File: config.mk
export PLATFORM = sky130hd
export DESIGN_NAME = nms_lane
export DESIGN_NICKNAME = d
export VERILOG_FILES = /design/src/rtl/nms_pkg.sv /design/src/rtl/nms_lane.sv
export SDC_FILE = /design/constraint.sdc
export NUM_CORES = 1
export LEC_CHECK = 0
export BUFFER_PORTS_ARGS = -buffer_cell sky130_fd_sc_hd__buf_2
export CAP_MARGIN = 20
export CORE_MARGIN = 3
export CORE_UTILIZATION = 40
export DETAILED_ROUTE_END_ITERATION = 7
export MAX_ROUTING_LAYER = met4
export PLACE_DENSITY = 0.72
export RECOVER_POWER = 50
export SETUP_SLACK_MARGIN = 0.4
export SLEW_MARGIN = 20
export SYNTH_ARGS = -nofsm -noshare
export SYNTH_HDL_FRONTEND = slang
export SYNTH_SLANG_ARGS = --single-unit
File: constraint.sdc
create_clock -name clk -period 10.8 [get_ports clk]
set_input_delay 3.24 -clock clk [delete_from_list [all_inputs] [get_ports clk]]
set_output_delay 3.24 -clock clk [all_outputs]
set_load 0.02 [all_outputs]
File: src/rtl/nms_pkg.sv
// nms_pkg: shared types, constants and register codes for the neighbour mean smoother.
// Used by every file under rtl; depends on nothing.
`timescale 1ns / 1ps

package nms_pkg;

	// Default capacity of the block
	localparam int DEF_MAX_WIDTH  = 1024;
	localparam int DEF_MAX_HEIGHT = 4096;

	// Pixel and neighbourhood geometry
	localparam int CHAN_W   = 8;
	localparam int NUM_CHAN = 3;
	localparam int NUM_NB   = 8;
	localparam int PIX_W    = CHAN_W * NUM_CHAN;

	// Neighbour positions around the centre
	localparam int NB_TL = 0;
	localparam int NB_T  = 1;
	localparam int NB_TR = 2;
	localparam int NB_L  = 3;
	localparam int NB_R  = 4;
	localparam int NB_BL = 5;
	localparam int NB_B  = 6;
	localparam int NB_BR = 7;

	// Configuration registers
	localparam int IMG_W_BITS = 11;
	localparam int IMG_H_BITS = 13;
	localparam int CFG_DATA_W = 13;
	localparam int CFG_ADDR_W = 1;
	localparam logic [CFG_ADDR_W-1:0] REG_IMAGE_WIDTH  = 1'b0;
	localparam logic [CFG_ADDR_W-1:0] REG_IMAGE_HEIGHT = 1'b1;
	localparam int RESET_WIDTH  = 640;
	localparam int RESET_HEIGHT = 480;
	localparam int MIN_WIDTH    = 2;
	localparam int MIN_HEIGHT   = 1;

	// Neighbour sum and reciprocal division (exact for sums below 2048)
	localparam int SUM_W       = 11;
	localparam int RECIP_W     = 12;
	localparam int RECIP_SHIFT = 13;
	localparam logic [RECIP_W-1:0] RECIP_3 = 12'd2731;
	localparam logic [RECIP_W-1:0] RECIP_5 = 12'd1639;

	typedef logic [CHAN_W-1:0] chan_t;

	// red in the lowest byte, matching the stream packing
	typedef struct packed {
		chan_t blue;
		chan_t green;
		chan_t red;
	} pixel_t;

	// One line buffer word: the pixel one row up and the one two rows up
	typedef struct packed {
		pixel_t row1;
		pixel_t row2;
	} line_entry_t;

	typedef logic [NUM_NB-1:0][CHAN_W-1:0] nb_vec_t;

	typedef enum logic {
		OP_PIXEL,
		OP_FLUSH
	} op_t;

	typedef enum logic [2:0] {
		DIV_1,
		DIV_2,
		DIV_3,
		DIV_5,
		DIV_8
	} div_t;

	typedef struct packed {
		logic load;
		div_t div;
	} lane_ctrl_t;

	typedef struct packed {
		logic   last;
		pixel_t pix;
	} result_t;

endpackage

File: src/rtl/nms_lane.sv
// nms_lane: one colour channel lane: masked sum of the eight neighbours, then
// division by the neighbour count via shift or reciprocal multiply. Depends on nms_pkg.
`timescale 1ns / 1ps

module nms_lane (
	input  logic                clk,
	input  nms_pkg::lane_ctrl_t ctrl,
	input  nms_pkg::nb_vec_t    nb,
	input  logic [nms_pkg::NUM_NB-1:0] nb_mask,
	output nms_pkg::chan_t      mean
);

	localparam int PROD_W = nms_pkg::SUM_W + nms_pkg::RECIP_W;

	logic [nms_pkg::SUM_W-1:0]   sum;
	logic [nms_pkg::SUM_W-1:0]   sum_s3;
	nms_pkg::div_t               div_s3;
	logic [nms_pkg::RECIP_W-1:0] recip;
	logic [PROD_W-1:0]           prod;

	// adder tree over the neighbours that lie inside the frame
	always_comb begin
		sum = '0;
		for (int i = 0; i < nms_pkg::NUM_NB; i++) begin
			if (nb_mask[i]) begin
				sum = sum + nms_pkg::SUM_W'(nb[i]);
			end
		end
	end

	always_ff @(posedge clk) begin
		if (ctrl.load) begin
			sum_s3 <= sum;
			div_s3 <= ctrl.div;
		end
	end

	// divide by 3 or 5 through the reciprocal
	assign recip = (div_s3 == nms_pkg::DIV_3) ? nms_pkg::RECIP_3 : nms_pkg::RECIP_5;
	assign prod  = PROD_W'(sum_s3) * PROD_W'(recip);

	always_comb begin
		unique case (div_s3)
			nms_pkg::DIV_1: mean = sum_s3[nms_pkg::CHAN_W-1:0];
			nms_pkg::DIV_2: mean = sum_s3[1 +: nms_pkg::CHAN_W];
			nms_pkg::DIV_8: mean = sum_s3[3 +: nms_pkg::CHAN_W];
			nms_pkg::DIV_3,
			nms_pkg::DIV_5: mean = prod[nms_pkg::RECIP_SHIFT +: nms_pkg::CHAN_W];
			default:        mean = sum_s3[nms_pkg::CHAN_W-1:0];
		endcase
	end

endmodule

==> impl_results.md <==
- Final ANT Viol Nets: 0
- CP startpoint kind: input pin
- FF+latch area: 420 µm²
- First-pass GRT wire length: 26200 µm
- Ys async rst share: 0%
- Req. time, crit path: 10.77 ns
- Largest stage delay on the critical path: 0.45 ns
- Final min period: 10.31 ns
- Drt wl/cell: 14.3 µm
- CTS clk-pin slew, worst paths: 0.04 ns
- Most frequent cell after synthesis: inv_1
- Cell mode on critical path: nor2_1
- CTS tree: yes
- DRT Wirelength: 16400 µm
- Clock tree buffer depth: 2
- Boundary pin count: 85
- Via density: 5.20
- Gpl congestion: 0.886
- Die Span Y: 135 µm
- Yosys reg bits: 14
- Final hold slack: 3.18 ns
- Worst Path Buf+Inv: 6
- H-tree levels: 1
- TritonCTS Buffers: 3
- Final cell count without fillers: 1146
- Outcome: complete, no violations
- Area of the multi-input gates: 6240 µm²
- Vias in the first global route: 5868
- Rows: 46
- Starting Density: 41.3%
- Share of layout cells above drive strength 1: 29.6%
- CORE AREA: 16000 µm²
- Top_reg_cell synth: edfxtp_1
- Worst Hold Class: input pin to flip-flop
- Max FO, Critical Path: 3
- Top delay family on crit path: adder cells
- Post-synth EDFFs: 14
- Final Max Slew Viols: 0
- Largest net degree at the start of global routing: 20
- Die area: 18100 µm²
- Pin slew with the least headroom to its limit: 0.730 ns
- Total number of vias: 5956
- Ys Warns: 0
- CTS root buf: clkbuf_16
- Worst EP arrival: 10.27 ns
- CP Capture Type: flip-flop
- All-layer global routing usage: 17.7%
- IO Port Bufs: 84
- RSZ-0062 raised after global routing: yes
- Chip width: 135 µm
- Area growth, synth to finish: 27.4%
- Final HPWL DP: 13000 µm
- Post-synth top cells: inv_1, ha_1, fa_1
- Gr ovfl total: 0
- Clock sink total: 14
- Mapped Cells: 787
- Dominant cells by area after synthesis: ha_1, fa_1, inv_1
- Post-synth cell types: 65
- Final Hold Vio Count: 0
- Post-synthesis sequential area ratio: 6.36%
- WS Path Type: input pin to flip-flop
- # Max-Cap Violations: 0
- Residual DRC: 0
- Mapped Area: 6610 µm²
- Iteration-0 DRC count of the detailed router: 257
- Pre-antenna DRT Iters: 4
- DP Cell Count: 1113
- # diodes: 0
- Final Cycle Share: 95.4%
- Finish-stage setup viols: 0
- Fillers: 1461
- Largest area contributor in the netlist: ha_1
- Slew margin rel.: 51.3%
- Initial antenna violation count: 0
- Crit-path slowest cell: fa_2
- Final core utilization: 52.6%
- Layout Nets: 1182
- Max frequency: 97.0 MHz
- Avg Cell Area, Syn: 8.40 µm²
- Synth top area share: 21.2%
final cells by class:
| type | instances | area share (%) |
|---|---|---|
| Timing Repair Buffer | 152 | 11.2 |
| Tap cell | 216 | 3.21 |
| Sequential cell | 14 | 4.99 |
| Clock buffer | 3 | 0.892 |
| Clock inverter | 1 | 0.0446 |
| Multi-Input combinational cell | 638 | 74.2 |
| Inverter | 122 | 5.44 |
routing by layer:
layer  part of all wire (%)  up-vias  GRT usage [%]  routed length, µm
met5                      0        -              -                  0
met2                     52      105           30.8               8460
li1                       -     2995              -                  -
met4                    1.6        0           3.05                264
met1                     44     2836           23.2               7230
met3                    2.5       20          0.969                416
state kept, by name, indices dropped and copies added, names as in the netlist:
name,count
div_s3,3
sum_s3,11
logic make-up (layout without fill, tap and decap cells):
kind of cell               after synthesis  after routing  synth area share, %
AOI/OAI and AO/OA                      205            205                 20.2
adders and majority gates              174            174                 40.0
and+or+nand+nor                        163            163                 11.4
buffers and inverters                  140            278                 8.29
xor gates and xnor gates                51             51                 6.97
muxes                                   38             38                 6.63
DFF                                     14             14                 6.36
other                                    2              7                0.114
path summary, 6_finish.rpt:
path                  startpoint         to  slack (ns)  depth (start not counted)
worst max-delay path  nb_mask[0]  sum_s3[9]        0.49                         39
worst min-delay path     ctrl[0]  div_s3[0]        3.18                          1
repair_timing:
item,in CTS,in global routing
hold buffers,0,0
endpoints found under the setup margin,4,8
buffers inserted,13,16
gates resized for setup,35,78
pin swaps,14,54
per-stage QoR:
step / area [µm²] / setup TNS, ns / setup WS (ns)
after floorplan: 6630 / 0 / 0.420
after global placement: 7520 / -0.0156 / -0.0156
after detailed placement: 7520 / -0.284 / -0.150
after CTS: 7910 / 0 / 0.401
after global routing: 8420 / 0 / 0.0892
final: 8420 / 0 / 0.495
layout by cell type, fill, tap and decap left out, types with 8 or more instances in the layout:
master,synthesis,routed
ha_4,0,21
mux2_2,22,17
nor3_1,10,9
o21ai_0,43,32
a21o_1,19,19
buf_4,0,66
o21bai_1,10,8
buf_2,0,82
a21oi_2,1,13
o21a_1,15,15
mux2_4,6,10
nor2_1,53,51
o21ai_1,0,8
xnor2_1,38,36
ha_1,112,90
nand2_1,47,44
inv_1,121,119
nor2b_1,14,12
xor2_1,12,12
edfxtp_1,14,14
fa_1,62,59
a21oi_1,56,43
Power is left out: the tool's default activity adds up to more than one toggle a clock period on the data nets, which glitch-free logic cannot reach.
